`src/rtl/frc8_pkg.sv`:
```
// Shared types, constants and the CRC-8 step function for the frame receiver.
package frc8_pkg;

  localparam logic [7:0] SYNC_BYTE = 8'hAA;
  localparam logic [7:0] CRC_POLY  = 8'h8C;

  // Configuration register byte addresses.
  localparam logic [1:0] ADDR_MAX_PAYLOAD = 2'd0;

  typedef enum logic [1:0] {
    PH_HUNT    = 2'd0,
    PH_HEADER  = 2'd1,
    PH_PAYLOAD = 2'd2,
    PH_CRC     = 2'd3
  } phase_t;

  typedef enum logic [2:0] {
    EV_PAYLOAD  = 3'd0,
    EV_GOOD     = 3'd1,
    EV_CRC_BAD  = 3'd2,
    EV_TOO_LONG = 3'd3,
    EV_LINE_ERR = 3'd4
  } event_t;

  typedef struct packed {
    event_t     event_res;
    logic [7:0] src_addr;
    logic [7:0] dst_addr;
    logic [7:0] command;
    logic [7:0] length;
    logic [7:0] payload_byte;
    logic [7:0] payload_index;
  } res_t;

  // One byte of the reflected Dallas/Maxim CRC-8, LSB first.
  function automatic logic [7:0] crc8_maxim(input logic [7:0] crc, input logic [7:0] b);
    logic [7:0] v;
    v = crc ^ b;
    for (int k = 0; k < 8; k++) begin
      v = v[0] ? ((v >> 1) ^ CRC_POLY) : (v >> 1);
    end
    return v;
  endfunction

  localparam logic [7:0] CRC_AFTER_SYNC = crc8_maxim(8'h00, SYNC_BYTE);

endpackage

```
`src/rtl/frc8_core.sv`:
```
// Frame parsing state machine: sync hunt, header, payload and CRC check.
module frc8_core (
  input  logic              clk,
  input  logic              rst_n,
  input  logic              step,
  input  logic [7:0]        rx_byte,
  input  logic              rx_error,
  input  logic [7:0]        max_payload,
  output logic              res_valid,
  output frc8_pkg::res_t    res
);

  frc8_pkg::phase_t phase_r, phase_nxt;
  logic [1:0] hdr_cnt_r, hdr_cnt_nxt;
  logic [7:0] src_r, src_nxt;
  logic [7:0] dst_r, dst_nxt;
  logic [7:0] cmd_r, cmd_nxt;
  logic [7:0] len_r, len_nxt;
  logic [7:0] pay_cnt_r, pay_cnt_nxt;
  logic [7:0] crc_r, crc_nxt;

  logic [7:0] crc_step;
  logic [7:0] src_cap, dst_cap, cmd_cap, len_cap;
  logic [7:0] pay_cnt_inc;
  logic       is_sync, hdr_last, too_long;

  // Header fields as they stand once this byte is captured.
  always_comb begin
    crc_step    = frc8_pkg::crc8_maxim(crc_r, rx_byte);
    is_sync     = (rx_byte == frc8_pkg::SYNC_BYTE);
    pay_cnt_inc = pay_cnt_r + 8'd1;
    src_cap     = src_r;
    dst_cap     = dst_r;
    cmd_cap     = cmd_r;
    len_cap     = len_r;
    if (phase_r == frc8_pkg::PH_HEADER) begin
      case (hdr_cnt_r)
        2'd0:    src_cap = rx_byte;
        2'd1:    dst_cap = rx_byte;
        2'd2:    cmd_cap = rx_byte;
        default: len_cap = rx_byte;
      endcase
    end
    hdr_last = (phase_r == frc8_pkg::PH_HEADER) && (hdr_cnt_r == 2'd3);
    too_long = hdr_last && (len_cap > max_payload);
  end

  // Next state.
  always_comb begin
    logic restart;
    logic hunt;
    restart     = 1'b0;
    hunt        = 1'b0;
    phase_nxt   = phase_r;
    hdr_cnt_nxt = hdr_cnt_r;
    src_nxt     = src_cap;
    dst_nxt     = dst_cap;
    cmd_nxt     = cmd_cap;
    len_nxt     = len_cap;
    pay_cnt_nxt = pay_cnt_r;
    crc_nxt     = crc_r;
    if (rx_error) begin
      hunt = 1'b1;
    end else begin
      case (phase_r)
        frc8_pkg::PH_HEADER: begin
          crc_nxt = crc_step;
          if (!hdr_last) begin
            hdr_cnt_nxt = hdr_cnt_r + 2'd1;
          end else if (too_long) begin
            restart = is_sync;
            hunt    = !is_sync;
          end else begin
            hdr_cnt_nxt = 2'd0;
            pay_cnt_nxt = 8'd0;
            phase_nxt   = (len_cap == 8'd0) ? frc8_pkg::PH_CRC : frc8_pkg::PH_PAYLOAD;
          end
        end
        frc8_pkg::PH_PAYLOAD: begin
          crc_nxt     = crc_step;
          pay_cnt_nxt = pay_cnt_inc;
          if (pay_cnt_inc >= len_r) begin
            phase_nxt = frc8_pkg::PH_CRC;
          end
        end
        frc8_pkg::PH_CRC: begin
          restart = (rx_byte != crc_r) && is_sync;
          hunt    = !restart;
        end
        default: begin
          restart = is_sync;
          hunt    = !is_sync;
        end
      endcase
    end
    if (restart || hunt) begin
      phase_nxt   = restart ? frc8_pkg::PH_HEADER : frc8_pkg::PH_HUNT;
      hdr_cnt_nxt = 2'd0;
      src_nxt     = 8'd0;
      dst_nxt     = 8'd0;
      cmd_nxt     = 8'd0;
      len_nxt     = 8'd0;
      pay_cnt_nxt = 8'd0;
      crc_nxt     = restart ? frc8_pkg::CRC_AFTER_SYNC : 8'd0;
    end
  end

  // Result for this byte.
  always_comb begin
    res_valid         = 1'b0;
    res.event_res     = frc8_pkg::EV_PAYLOAD;
    res.src_addr      = src_cap;
    res.dst_addr      = dst_cap;
    res.command       = cmd_cap;
    res.length        = len_cap;
    res.payload_byte  = 8'd0;
    res.payload_index = 8'd0;
    if (rx_error) begin
      res_valid     = 1'b1;
      res.event_res = frc8_pkg::EV_LINE_ERR;
      res.src_addr  = src_r;
      res.dst_addr  = dst_r;
      res.command   = cmd_r;
      res.length    = len_r;
    end else begin
      case (phase_r)
        frc8_pkg::PH_HEADER: begin
          res_valid     = too_long;
          res.event_res = frc8_pkg::EV_TOO_LONG;
        end
        frc8_pkg::PH_PAYLOAD: begin
          res_valid         = 1'b1;
          res.payload_byte  = rx_byte;
          res.payload_index = pay_cnt_r;
        end
        frc8_pkg::PH_CRC: begin
          res_valid     = 1'b1;
          res.event_res = (rx_byte == crc_r) ? frc8_pkg::EV_GOOD : frc8_pkg::EV_CRC_BAD;
        end
        default: begin
          res_valid = 1'b0;
        end
      endcase
    end
  end

  always_ff @(posedge clk) begin
    if (!rst_n) begin
      phase_r   <= frc8_pkg::PH_HUNT;
      hdr_cnt_r <= 2'd0;
      src_r     <= 8'd0;
      dst_r     <= 8'd0;
      cmd_r     <= 8'd0;
      len_r     <= 8'd0;
      pay_cnt_r <= 8'd0;
      crc_r     <= 8'd0;
    end else if (step) begin
      phase_r   <= phase_nxt;
      hdr_cnt_r <= hdr_cnt_nxt;
      src_r     <= src_nxt;
      dst_r     <= dst_nxt;
      cmd_r     <= cmd_nxt;
      len_r     <= len_nxt;
      pay_cnt_r <= pay_cnt_nxt;
      crc_r     <= crc_nxt;
    end
  end

`ifndef SYNTHESIS
  a_err_hunts: assert property (@(posedge clk) disable iff (!rst_n)
    (step && rx_error) |=> (phase_r == frc8_pkg::PH_HUNT && len_r == 8'd0))
    else $error("line error did not return receiver to hunting");
  a_hdr_cnt_phase: assert property (@(posedge clk) disable iff (!rst_n)
    (hdr_cnt_r != 2'd0) |-> (phase_r == frc8_pkg::PH_HEADER))
    else $error("header count active outside header phase");
  a_pay_cnt_bound: assert property (@(posedge clk) disable iff (!rst_n)
    (phase_r == frc8_pkg::PH_PAYLOAD) |-> (pay_cnt_r < len_r))
    else $error("payload count ran past frame length");
`endif

endmodule

```
`src/rtl/frame_receiver_crc8.sv`:
```
// Top level of the framed byte receiver with CRC-8 check.
//
// Usage:
//   Input channel (in_valid/in_ready): one received byte per item, or a line
//   error flag. The receiver hunts for sync byte 0xAA, collects source,
//   destination, command and length, passes payload bytes on, then checks the
//   trailing Dallas/Maxim CRC-8 (covering sync, header and payload).
//   Result channel (out_valid/out_ready): zero or one item per input item:
//   a payload byte with its index, or a frame status (good, CRC bad, too
//   long, line error) together with the frame header as held.
//   Configuration: APB write of max_payload at address 0; longer frames drop.
// Timing:
//   A result goes to the output register, or to the skid register while the
//   output register is held. Throughput is one item per cycle while in_ready is
//   high; the whole parse step is one pass of logic between the parser state
//   and the output register. A two-entry output buffer (output register plus
//   skid register) lets input continue for one more result while the result
//   channel stalls; in_ready drops only when both entries hold results.
// Reset: synchronous active-low rst_n; receiver returns to hunting, header
//   clears, max_payload goes to 255 and both output entries empty.
module frame_receiver_crc8 (
  input  logic        clk,
  input  logic        rst_n,
  // input channel
  input  logic        in_valid,
  output logic        in_ready,
  input  logic [7:0]  in_rx_byte,
  input  logic        in_rx_error,
  // result channel
  output logic        out_valid,
  input  logic        out_ready,
  output logic [2:0]  out_event_res,
  output logic [7:0]  out_src_addr,
  output logic [7:0]  out_dst_addr,
  output logic [7:0]  out_command,
  output logic [7:0]  out_length,
  output logic [7:0]  out_payload_byte,
  output logic [7:0]  out_payload_index,
  // configuration port
  input  logic        psel,
  input  logic        penable,
  input  logic        pwrite,
  input  logic [1:0]  paddr,
  input  logic [31:0] pwdata,
  output logic [31:0] prdata,
  output logic        pready
);

  logic [7:0]     max_payload_r;
  logic           in_fire;
  logic           out_fire;
  logic           res_valid;
  frc8_pkg::res_t res;

  logic           out_valid_r;
  frc8_pkg::res_t out_r;
  logic           skid_valid_r;
  frc8_pkg::res_t skid_r;

  // Configuration register: zero wait states.
  assign pready = 1'b1;
  assign prdata = (paddr == frc8_pkg::ADDR_MAX_PAYLOAD) ? {24'd0, max_payload_r} : 32'd0;

  always_ff @(posedge clk) begin
    if (!rst_n) begin
      max_payload_r <= 8'hFF;
    end else if (psel && penable && pwrite && pready &&
                 paddr == frc8_pkg::ADDR_MAX_PAYLOAD) begin
      max_payload_r <= pwdata[7:0];
    end
  end

  // Take an item whenever the skid entry is free.
  assign in_ready = !skid_valid_r;
  assign in_fire  = in_valid && in_ready;
  assign out_fire = out_valid_r && out_ready;

  frc8_core u_core (
    .clk         (clk),
    .rst_n       (rst_n),
    .step        (in_fire),
    .rx_byte     (in_rx_byte),
    .rx_error    (in_rx_error),
    .max_payload (max_payload_r),
    .res_valid   (res_valid),
    .res         (res)
  );

  // Output register plus skid entry. The skid fills only when a new result
  // lands while the output register is held.
  always_ff @(posedge clk) begin
    if (!rst_n) begin
      out_valid_r  <= 1'b0;
      skid_valid_r <= 1'b0;
    end else if (skid_valid_r) begin
      if (out_fire) begin
        skid_valid_r <= 1'b0;
      end
    end else if (in_fire && res_valid) begin
      if (!out_valid_r || out_fire) begin
        out_valid_r <= 1'b1;
      end else begin
        skid_valid_r <= 1'b1;
      end
    end else if (out_fire) begin
      out_valid_r <= 1'b0;
    end
  end

  always_ff @(posedge clk) begin
    if (skid_valid_r) begin
      if (out_fire) begin
        out_r <= skid_r;
      end
    end else if (in_fire && res_valid) begin
      if (!out_valid_r || out_fire) begin
        out_r <= res;
      end else begin
        skid_r <= res;
      end
    end
  end

  assign out_valid         = out_valid_r;
  assign out_event_res     = out_r.event_res;
  assign out_src_addr      = out_r.src_addr;
  assign out_dst_addr      = out_r.dst_addr;
  assign out_command       = out_r.command;
  assign out_length        = out_r.length;
  assign out_payload_byte  = out_r.payload_byte;
  assign out_payload_index = out_r.payload_index;

`ifndef SYNTHESIS
  a_skid_behind_out: assert property (@(posedge clk) disable iff (!rst_n)
    skid_valid_r |-> out_valid_r)
    else $error("skid entry holds a result while output register is empty");
  a_skid_fills: assert property (@(posedge clk) disable iff (!rst_n)
    (in_fire && res_valid && out_valid_r && !out_ready) |=> skid_valid_r)
    else $error("result during stall was not kept in skid entry");
  a_reset_empty: assert property (@(posedge clk)
    !rst_n |=> (!out_valid_r && !skid_valid_r))
    else $error("output buffer not empty after reset");
`endif

endmodule

```
`config.mk`:
```
export PLATFORM = sky130hd
export DESIGN_NAME = frame_receiver_crc8
export DESIGN_NICKNAME = d
export VERILOG_FILES = /design/src/rtl/frc8_pkg.sv /design/src/rtl/frc8_core.sv /design/src/rtl/frame_receiver_crc8.sv
export SDC_FILE = /design/constraint.sdc
export NUM_CORES = 1
export LEC_CHECK = 0
export ABC_AREA = 1
export BUFFER_PORTS_ARGS = -buffer_cell sky130_fd_sc_hd__buf_2
export CAP_MARGIN = 20
export CORE_AREA = 4 4 131 133
export DETAILED_ROUTE_END_ITERATION = 8
export DIE_AREA = 0 0 135 137
export HOLD_SLACK_MARGIN = 0.15
export PLACE_DENSITY = 0.82
export RECOVER_POWER = 25
export SLEW_MARGIN = 30
export SYNTH_ARGS = -nofsm -noshare
export SYNTH_HDL_FRONTEND = slang
export SYNTH_SLANG_ARGS = --single-unit
```
`constraint.sdc`:
```
create_clock -name clk -period 7.8 [get_ports clk]
set_input_delay 0.39 -clock clk [delete_from_list [all_inputs] [get_ports clk]]
set_output_delay 0.39 -clock clk [all_outputs]
set_load 0.01 [all_outputs]
```
### Word-level counts from Yosys, hierarchy flattened

Index checks and enable logic that the tools add are counted.

| word-level totals | value |
|---|---|
| latch bits | 0 |
| ROM bits | 0 |
| memories | 0 |
| logic and storage cells | 160 |
| register bits | 164 |
| RAM bits | 0 |

| cells by class | value |
|---|---|
| shift operators | 0 |
| $add $sub $neg | 2 |
| reduce and logical (&&, ||, !) cells | 34 |
| bitwise gates (word level) | 11 |
| mux-type cells | 70 |
| eq/ne operators | 16 |
| divide/modulo/power cells | 0 |
| multiply operators | 0 |
| magnitude comparators | 2 |

Operators by type and width:

| cell | number |
|---|---|
| $mux W8 | 29 |
| $mux W51 | 4 |
| $mux W16 | 2 |
| $mux W32 | 1 |
| $not A2 Y3 | 8 |
| $mux W2 | 11 |
| $mux W1 | 16 |
| $pmux W8 S2 | 1 |
| $reduce_and A3 Y1 | 4 |
| $reduce_bool A2 Y1 | 5 |
| $logic_and A1 B1 Y1 | 9 |
| $add A8 B1 Y8 const B | 1 |
| $eq A2 B2 Y1 const B | 4 |
| $eq A8 B8 Y1 | 1 |
| $eq A8 B8 Y1 const B | 1 |
| $ge A8 B8 Y1 | 1 |
| $gt A8 B8 Y1 | 1 |
| $logic_not A8 Y1 | 1 |
| $ne A8 B8 Y1 | 1 |
| $xor A8 B8 Y8 | 1 |
| $ne A3 B3 Y1 const B | 2 |
| $pmux W1 S3 | 2 |
| $pmux W3 S2 | 1 |
| $reduce_and A6 Y1 | 1 |
| 18 further kinds | 27 |

### Depth between registers and ports, before layout

Gate-level depths: netlist of run 1.

| logic depth | value |
|---|---|
| word-level depth | 20 |
| mapped depth | 23 |
| gate-level depth less buffers | 21 |

### Cells and area by module

Synthesis of run 1 repeated with hierarchy kept, for this count alone.

| second synthesis, totals | value |
|---|---|
| cell total of the unflattened synthesis | 1017 |
| area total of the unflattened synthesis | 8366.8 sq um |

By module, submodules not included:

| module | sequential area each (sq um) | area each (sq um) | cells an instance | times used |
|---|---|---|---|---|
| frame_receiver_crc8 | 3263.1 | 4420.5 | 366 | 1 |
| frc8_core | 1041.0 | 3946.3 | 651 | 1 |

### Least setup slack after synthesis of run 1

Ideal clock, no wire load.

| timing | value |
|---|---|
| kind | reg-to-reg |
| start | register u_core.phase_r[1] |
| end | register out_r, in the netlist out_command[0], enable pin |
| setup time | 412 ps |
| path buffers | 2 |
| path slack | 4052 ps |
| data arrival time | 3336 ps |
| stages on the path, launching flop included | 17 |
| cell sequence | dfxtp_1 -> inv_1 -> ha_1 -> buf_6 -> nand2_4 -> buf_6 -> o21ai_0 -> inv_1 -> ha_1 -> nand2_1 -> nor2_1 -> a21oi_1 -> nand2_2 -> nand4_1 -> nand2_1 -> o21ai_0 -> o21a_1 |

| on the way | value |
|---|---|
| word-level cells in the longest chain between the ends | 9 |

RTL lines:

| item | line | text |
|---|---|---|
| start: declaration | frc8_core.sv:13 | `frc8_pkg::phase_t phase_r, phase_nxt;` |
| start signal: assignment | frc8_core.sv:149 | `phase_r <= frc8_pkg::PH_HUNT;` |
| start signal: assignment | frc8_core.sv:158 | `phase_r <= phase_nxt;` |
| $eq A2 B1 Y1 | frc8_core.sv:36, frc8_core.sv:44, frc8_core.sv:126 |  |
| $mux W8 | frc8_core.sv:36 | `if (phase_r == frc8_pkg::PH_HEADER) begin` |
| $gt A8 B8 Y1 | frc8_core.sv:45 | `too_long = hdr_last && (len_cap > max_payload);` |
| $logic_and A1 B1 Y1 | frc8_core.sv:45 |  |
| $pmux W1 S2 * | frc8_core.sv:126 | `case (phase_r)` |
| $mux W1 * | frc8_core.sv:118 | `if (rx_error) begin` |
| $logic_and A1 B1 Y1 * | frame_receiver_crc8.sv:115 | `end else if (in_fire && res_valid) begin` |
| $reduce_bool A2 Y1 (no line) * | -- |  |
| $reduce_and A3 Y1 (no line) * | -- |  |
| end signal: assignment | frame_receiver_crc8.sv:113 | `out_r <= skid_r;` |
| end signal: assignment | frame_receiver_crc8.sv:117 | `out_r <= res;` |
| end: declaration | frame_receiver_crc8.sv:56 | `frc8_pkg::res_t out_r;` |

Mark *: on every way between the ends. The rest lies on a longest branch, timed or not.
A chain may end at the register's enable or synchronous reset.

### Worst setup path in the final report of run 1

| timing | value |
|---|---|
| start | input port in_rx_error |
| end | register skid_r[30] (netlist bit), enable pin |

| on the way | value |
|---|---|
| word-level cells in the longest chain between the ends | 3 |

RTL lines:

| item | line | text |
|---|---|---|
| start: declaration | frame_receiver_crc8.sv:28 | `input logic in_rx_error,` |
| $mux W1 | frc8_core.sv:118 |  |
| $logic_and A1 B1 Y1 | frame_receiver_crc8.sv:115 |  |
| $reduce_and A3 Y1 (no line) | -- |  |
| end signal: assignment | frame_receiver_crc8.sv:119 | `skid_r <= res;` |
| end: declaration | frame_receiver_crc8.sv:58 | `frc8_pkg::res_t skid_r;` |

Every way passes these cells.

==> metrics.yaml, run 1 <==
status:
  outcome: "finished, violations left"
  violations: "max-capacitance violations, max-slew violations"
route:
  drcViolationCount: 0
  first_iter_violations: 608
  viasPerCell: 5.165
  drt_wl_total_mm: 17.69
  via_count: 6549
  ant_nets: 0
  routedWlPerCell_um: 13.95
  firstDrtPassIters: 5
final_layout:
  largest_reg_flops: 51
  multi_input_area_sq_um: 3398
  syn_to_final_growth_pct: 11.62
  fill_cells: 1388
  final_common_cell: "nand2_1"
  layout_common_cells: "nand2_1 (322), edfxtp_1 (102), nor2_1 (97), a21oi_1 (76), o21ai_0 (63)"
  finalNetCount: 1115
  register_area_sq_um: 4304
  antenna_cells: 0
  max_flop_register: "skid_r"
  layout-drive-gt1-share_pct: 7.510
clock_network:
  h-tree-depth: 4
  path_clk_slew_ps: 60
  cts_tree: "built"
  holdBufCountCts: 0
  cts-resized-gates: 0
  cts.sinks: 164
  cts_buffers: 17
  cts_setup_buffers: 0
  cts_root_buf: "clkbuf_16"
  clock_latency_ps: 430
  cts.path.max_buffers: 2
timing:
  setup_tns_ps: 0
  fin_crit_sh_pct: 61.73
  hold-worst-slack_ps: 177.4
  fin_crit_ps: 4815
  final_max_slew_viol_count: 81
  slew_headroom_pct: -102.5
  rsz0062_at_grt: "false"
  hold_viol_final: 0
  fin_skew_ps: 8.135
  setup_violations: 0
  max_freq_mhz: 207.7
  worst_pin_slew_ps: 3037
setup_path:
  cpPeakStageDelay_ps: 2130
  cp_max_fo: 80
  end_kind: "flip-flop"
  worst_ep_arrival_time_ps: 4890
  critPathLaunchType: "input port"
  cp_slowest_cell: "clkbuf_1"
  required_ps: 7880
  path_delay_family: "buffers and inverters"
  crit_type: "input port to flip-flop"
  reg2regPathDepth: 17
  worstPathCellList: "buf_2, clkbuf_1, inv_1, a21oi_1, nand3_1, clkinv_1, buf_4"
  cp.depth: 7
  crit_buf_inv: 5
floorplanning:
  initial_utilization_pct: 52.10
  die_area_sq_um: 18500
  pin_count: 136
  fp.dieW_um: 135
  dieHeight_um: 137
  rows: 46
  coreArea_sq_um: 15830
worst_hold_path:
  hold_depth: 3
  hp-class: "input port to flip-flop"
run:
  maxCapViolCount: 1
yosys:
  syn_inst: 979
  synthAdderAreaFrac_pct: 3.945
  seq_area_frac_synth_pct: 52.19
  ys_seq_elements: 164
  syn-cell-area_sq_um: 8247
  yosysWarnings: 0
  synth-edff-count: 102
  yosysTopAreaCell: "edfxtp_1"
  synth.distinct_cells: 35
  synth_top_family_by_area: "simple AND/OR/NAND/NOR gates"
  synth_mux_area_share_pct: 0.7283
  synth_xor_area_share_pct: 2.701
  synth_top_area_share_pct: 37.14
  synth_compound_area_share_pct: 10.26
  async_reset_ff_share_pct: 0
  synth-simple-area-share_pct: 22.35
  synth_flop_cell: "edfxtp_1"
  netlist_top_cells_area: "edfxtp_1 (37%), dfxtp_1 (15%), nand2_1 (15%)"
  syn_area_per_cell_sq_um: 8.424
global_route:
  grt_pass1_wl_mm: 29.04
  grt_start_max_net_pins: 81
  grt_use_total_pct: 19.81
  grt_overflow: 0
  grt_pass1_vias: 5958
  antenna_found_initial: 0
placement:
  io_buffers: 86
  dp_hpwl_mm: 11.84
  gp_congestion: 0.9030
pwr:
  ir_drop_v: 0.0001614
  p_leak_nw: 3.769
  power_density_nw_per_um2: 222.2
-- final cells by class --
class	instances	share of cell area (%)
Clock inverter	14	2.012
Sequential cell	164	46.76
Clock buffer	18	4.662
Inverter	61	2.487
Tap cell	216	2.936
Multi-Input combinational cell	704	36.92
Timing Repair Buffer	91	4.227
-- worst paths after layout --
path                           from               end  slack [ps]
setup / recovery        in_rx_error        skid_r[30]        2990
hold / removal            pwdata[0]  max_payload_r[0]         180
setup reg to reg  u_core.phase_r[1]        skid_r[30]        3760
hold reg to reg     u_core.crc_r[3]   u_core.crc_r[3]         480
-- layer usage --
| metal | part of all wire (%) | up-vias | global-route usage, % |
|---|---|---|---|
| li1 | - | 3292 | - |
| met1 | 44 | 2963 | 27.54 |
| met2 | 46 | 264 | 30.16 |
| met3 | 8.0 | 30 | 4.191 |
| met4 | 2.2 | 0 | 8.567 |
| met5 | 0 | - | 0 |
-- cells in the mapped netlist (5+ instances only) --
library cell  number
edfxtp_1         102
nand2_2            5
xnor2_1            9
nor2_1            97
xor2_1             9
nand4_1           10
nand2_1          322
nand3_1           20
buf_2             12
o21ai_1            7
dfxtp_1           62
a21oi_1           76
clkbuf_1          26
o21ai_0           63
buf_1              6
inv_1             57
buf_4             26
o211ai_1           8
mux2i_1            6
ha_1              26
-- metrics by stage --
stage               utilization [%]  instance area (sq um)  power, mW  instances  setup slack [ps]
floorplan                         -                   8333      1.146       1002              4052
global placement              54.74                   8663      1.188       1236              3958
detailed placement            54.77                   8670      1.194       1236              3840
CTS                           58.66                   9284      2.058       1268              3809
global route                  58.16                   9205      2.125       1268              2409
finish                        58.16                   9205      2.045       1268              2985
-- kinds of logic after synthesis --
logic type,Yosys count
adder cells (fa/ha/maj),26
flip-flops,164
AO/OA/AOI/OAI,161
other,2
buffers and inverters,134
XOR/XNOR,22
multiplexers,6
AND/OR/NAND/NOR,464
-- worst min-delay path, stage by stage --
cell	delay [ps]
buf_2	80
nand2_1	40
o211ai_1	60
-- power by group --
group,switching [mW],internal [mW],leakage [nW]
combinational,0.151,0.0617,2.01
sequential,0.0136,0.948,1.46
clock,0.358,0.513,0.298
Note: power is estimated with default switching activity, not from simulation.
==> inputs of run 2 (changes only) <==
clock period = 5 ns   (was 7.8 ns; I/O delays follow)
==> run 2 against run 1 <==
The flow still finishes with violations (max-capacitance violations, max-slew violations). Highest routed layer unchanged. Worst setup slack lost 1800 ps. Combinational power grew 61%. Wire length is 1.6% higher. Sequential share of layout area fell by 0.16 points. Final cell count is 0.71% higher. Largest power group unchanged. Global-route usage grew 0.26 points. Critical endpoint is now out_command[1]. Via count up 0.73%. Register-to-register slack worse by 2600 ps. First-iteration DRC count is 29% lower. Sequential power rose by 56%.
==> metrics.yaml, run 2 (same netlist as run 1, synthesis figures left out) <==
route:
  ant_nets: 0
  drt_wl_total_mm: 17.98
  viasPerCell: 5.166
  first_iter_violations: 433
  drcViolationCount: 0
  via_count: 6597
  routedWlPerCell_um: 14.08
  firstDrtPassIters: 8
pwr:
  p_leak_nw: 3.764
  finalPower_mw: 3.063
  power_density_nw_per_um2: 331.7
  ir_drop_v: 0.0002261
floorplanning:
  pin_count: 136
  coreArea_sq_um: 15830
  die_area_sq_um: 18500
  fp.dieW_um: 135
  rows: 46
  initial_utilization_pct: 52.10
  dieHeight_um: 137
clock_network:
  cts.sinks: 164
  cts-resized-gates: 0
  cts_root_buf: "clkbuf_16"
  path_clk_slew_ps: 60
  cts_tree: "built"
  cts.path.max_buffers: 2
  cts_buffers: 17
  h-tree-depth: 4
  clock_latency_ps: 440
status:
  violations: "max-capacitance violations, max-slew violations"
  outcome: "finished, violations left"
global_route:
  grt_use_total_pct: 20.07
  grt_pass1_vias: 5910
  grt_overflow: 0
  antenna_found_initial: 0
  grt_start_max_net_pins: 80
  grt_pass1_wl_mm: 29.17
timing:
  hold_viol_final: 0
  slew_headroom_pct: -107.1
  rsz0062_at_grt: "false"
  setup_violations: 0
  final_max_slew_viol_count: 80
  worst_pin_slew_ps: 3107
  fin_crit_ps: 3805
  fin_crit_sh_pct: 76.10
  setup_tns_ps: 0
  fin_skew_ps: 12.15
  max_freq_mhz: 262.8
worst_hold_path:
  hp-class: "input port to flip-flop"
setup_path:
  worst_ep_arrival_time_ps: 3880
  crit_path_frequent_cell: "nand2_1"
  cp_max_fo: 40
  cpPeakStageDelay_ps: 480
  critPathLaunchType: "flip-flop"
  required_ps: 5080
  end_kind: "flip-flop"
  worstPathCellList: "inv_1, ha_1, nand2_4, o21ai_0, inv_1, ha_1, nand2_1, nand2_1, nand2_1, nand2_1, nand2_1, nand2_1, nand2_2, nand4_1, nand2_1, o21ai_0, o21a_2, buf_4"
  cp_slowest_cell: "buf_4"
  crit_type: "flip-flop to flip-flop"
final_layout:
  layout-drive-gt1-share_pct: 7.352
  antenna_cells: 0
  syn_to_final_growth_pct: 12.00
  finalNetCount: 1125
  final_common_cell: "nand2_1"
  layout_common_cells: "nand2_1 (322), edfxtp_1 (102), nor2_1 (97), a21oi_1 (76)"
  max_flop_register: "skid_r"
  largest_reg_flops: 51
  fill_cells: 1379
placement:
  dp_hpwl_mm: 11.87
  io_buffers: 86
  gp_congestion: 0.9046
run:
  maxCapViolCount: 1
## run 2: changes by cell type in the layout (fill, tap and decap cells not counted)
cell	change
o21a_4	-1
o21a_2	+1
buf_4	+1
bufinv_16	-2
buf_2	-1
inv_8	-1
clkinv_4	+2
clkbuf_1	+1
dlygate4sd3_1	+9
inv_6	-4
clkinvlp_4	+4
## run 2: critical path: cells and delay by family (launching register included)
family,cells,cell delay [ps]
AOI/OAI and AO/OA,3,840
adders and majority gates,2,740
buffers and inverters,3,690
DFF,1,330
and+or+nand+nor,10,810
## run 2: cell type report
class,instances,area [sq um],area share (%)
Clock buffer,18,429.2,4.646
Multi-Input combinational cell,704,3392,36.72
Inverter,61,229.0,2.479
Sequential cell,164,4304,46.60
Timing Repair Buffer,101,485.5,5.256
Tap cell,216,270.3,2.926
Clock inverter,13,126.4,1.368
## run 2: through the flow
stage	hold WS [ps]	utilization, %	worst slack [ps]	cell area [sq um]	instances
after floorplan	348.9	-	1252	8333	1002
after global placement	462.9	54.78	1333	8671	1237
after detailed placement	469.8	54.78	1208	8671	1237
after CTS	206.1	58.86	1185	9316	1277
after global routing	236.3	58.36	800.9	9236	1277
final	227.9	58.36	1195	9236	1277
## run 2: worst paths after layout
kind,start,endpoint,slack (ps),cells past startpoint
max,u_core.phase_r[1],out_command[1],1200,18
min,rst_n,max_payload_r[3],230,2
max reg2reg,u_core.phase_r[1],out_command[1],1200,18
min reg2reg,u_core.cmd_r[5],u_core.cmd_r[5],480,2
## run 2: layer usage
| layer | vias up | wire, um | GRT usage (%) |
|---|---|---|---|
| met5 | - | 0 | 0 |
| met4 | 0 | 385 | 8.735 |
| met3 | 32 | 1399 | 4.301 |
| met2 | 276 | 8222 | 31.74 |
| met1 | 2985 | 7973 | 26.84 |
| li1 | 3304 | - | - |
## run 2: timing repair
item                      in CTS  in global routing
hold endpoints to repair       9                  0
buffers inserted               0                  0
hold buffers                   9                  0
## run 2: where the power goes
part	switching [mW]	leakage, nW	internal [mW]
logic	0.240	2.05	0.101
registers	0.0208	1.46	1.48
clock network	0.536	0.255	0.687
total	0.797	3.76	2.27
==> inputs of run 3 (changes only) <==
CORE_AREA = 4 4 133 135   (was 4 4 131 133)
DIE_AREA = 0 0 137 139   (was 0 0 135 137)
PLACE_DENSITY = 0.83   (was 0.82)
clock period = 3.2 ns   (was 5 ns; I/O delays follow)
==> run 3 against run 2 <==
The flow now finishes without violations. Utilization decreased by 0.48 points. Power increased by 56%. Clock skew decreased by 4.3 ps.
==> metrics.yaml, run 3 (same netlist as run 1, synthesis figures left out) <==
status:
  outcome: "completed"
timing:
  fin_skew_ps: 7.882
  final_max_slew_viol_count: 0
  slew_headroom_pct: 5.199
  setup_tns_ps: 0
  fin_crit_ps: 3028
  hold_viol_final: 0
  rsz0062_at_grt: "false"
  setup_violations: 0
  setup_slack_ps: 172.5
  worst_pin_slew_ps: 1422
  max_freq_mhz: 330.3
  fin_crit_sh_pct: 94.61
setup_path:
  end_kind: "flip-flop"
  critPathLaunchType: "flip-flop"
  reg2reg_to: "out_command[7]"
  worst_ep_arrival_time_ps: 3170
  r2r_slack_ps: 170
  r2r_start: "u_core.phase_r[1]"
  reg2regPathDepth: 16
  crit_type: "flip-flop to flip-flop"
  required_ps: 3340
  cp_max_fo: 21
floorplanning:
  initial_utilization_pct: 50.08
  die_area_sq_um: 19040
  rows: 47
  pin_count: 136
  coreArea_sq_um: 16470
  fp.dieW_um: 137
  dieHeight_um: 139
pwr:
  sw_frac_of_total_pct: 26.62
  p_sw_mw: 1.271
  power_density_nw_per_um2: 501.0
  p_leak_nw: 3.897
  power_frac_seq_pct: 49.1
  internal_power_mw: 3.504
  clockPowerShare_pct: 38.8
  p_comb_share_pct: 12.1
  ir_drop_v: 0.0003874
clock_network:
  cts.path.max_buffers: 2
  cts_tree: "built"
  path_clk_slew_ps: 60
  cts_buffers: 17
  clock_latency_ps: 440
  cts_root_buf: "clkbuf_16"
  h-tree-depth: 4
  cts.sinks: 164
run:
  maxCapViolCount: 0
route:
  drcViolationCount: 0
  viasPerCell: 5.159
  via_count: 6768
  firstDrtPassIters: 5
  ant_nets: 0
  first_iter_violations: 545
  routedWlPerCell_um: 14.18
  drt_wl_total_mm: 18.60
final_layout:
  max_flop_register: "skid_r"
  largest_reg_flops: 51
  fin_cells: 1312
  syn_to_final_growth_pct: 15.57
  layout-drive-gt1-share_pct: 9.341
  final_area_sq_um: 9530
  finalNetCount: 1155
  layout_common_cells: "nand2_1 (322), edfxtp_1 (102), nor2_1 (97), a21oi_1 (76), clkbuf_1 (64)"
  final_common_cell: "nand2_1"
  antenna_cells: 0
global_route:
  grt_overflow: 0
  grt_pass1_vias: 6032
  grt_pass1_wl_mm: 29.66
  grt_start_max_net_pins: 80
  antenna_found_initial: 0
  grt_use_total_pct: 19.66
placement:
  dp_hpwl_mm: 12.29
  dpl_cell_area_sq_um: 8796
  place_ws_ps: 178.2
  gp_congestion: 0.9364
  dpl.cell_count: 1250
  io_buffers: 86
worst_hold_path:
  hold_depth: 3
  hp-class: "input port to flip-flop"
  hold_start: "in_rx_byte[2]"
  min_to: "skid_r[10]"
run 3: cell count changes in the layout (fill, tap and decap cells not counted), moves of 2 or more:
cell	before	now
buf_12	0	3
buf_4	5	21
clkinv_2	0	3
clkinv_4	3	0
clkinvlp_4	5	3
dlygate4sd3_1	9	19
inv_6	2	5
o21ai_0	63	61
o21ai_2	2	4
run 3: cell type report:
cell class	count	area [sq um]
multi-input cells	705	3420
inverters	61	232.7
flip-flops and latches	164	4304
fillers	1493	6935
clock inverters	13	100.1
well taps	220	275.3
clock buffers	19	432.9
repair buffers	130	765.7
run 3: per-stage QoR:
step	util [%]	power, mW	hold WS [ps]
2_1_floorplan	-	2.794	258.9
3_3_place_gp	53.42	2.921	379.5
3_5_place_dp	53.42	2.940	380.7
4_1_cts	57.81	4.792	158.3
5_1_grt	57.88	4.992	187.4
6_report	57.88	4.775	180.3
run 3: power by group through the flow:
stage,registers (mW),clock network (mW),logic [mW]
detailed placement,2.39,0,0.552
CTS,2.34,1.88,0.569
floorplan,2.41,0,0.388
finish,2.34,1.85,0.576
global route,2.35,2.00,0.643
global placement,2.39,0,0.536
run 3: routing by layer:
| metal | vias to the layer above | global-route usage [%] | routed length, um |
|---|---|---|---|
| li1 | 3358 | - | - |
| met1 | 3099 | 26.99 | 7802 |
| met2 | 264 | 30.08 | 8621 |
| met3 | 47 | 4.100 | 1627 |
| met4 | 0 | 8.508 | 552 |
| met5 | - | 0 | 0 |
run 3: worst max-delay path, cell delays in order (launching register included):
cell,delay [ps]
dfxtp_1,330
inv_1,100
ha_1,220
nand2_4,140
buf_4,170
o21ai_2,150
inv_1,100
ha_1,300
nand2_1,80
nor2_1,50
a21oi_1,190
nand2_2,130
nand4_1,140
nand2_1,80
o21ai_2,110
o21a_4,250
buf_12,180
run 3: how the worst max path moves through the flow:
| stage | from | endpoint | slack, ps | cells past startpoint |
|---|---|---|---|---|
| 2_1_floorplan | u_core.phase_r[1] | skid_r[0] | 30 | 19 |
| 3_3_place_gp | u_core.hdr_cnt_r[0] | out_command[6] | 260 | 13 |
| 3_5_place_dp | u_core.phase_r[1] | out_command[6] | 180 | 16 |
| 4_1_cts | u_core.phase_r[1] | out_command[6] | 60 | 16 |
| 5_1_grt | u_core.phase_r[1] | out_command[6] | 3 | 16 |
| 6_report | u_core.phase_r[1] | out_command[7] | 170 | 16 |
run 3: what timing repair did:
action,4_1_cts,5_1_grt
endpoints found under the hold margin,12,0
resized for setup,0,3
hold buffers,19,0
buffers inserted,0,10
setup endpoints to repair,0,44
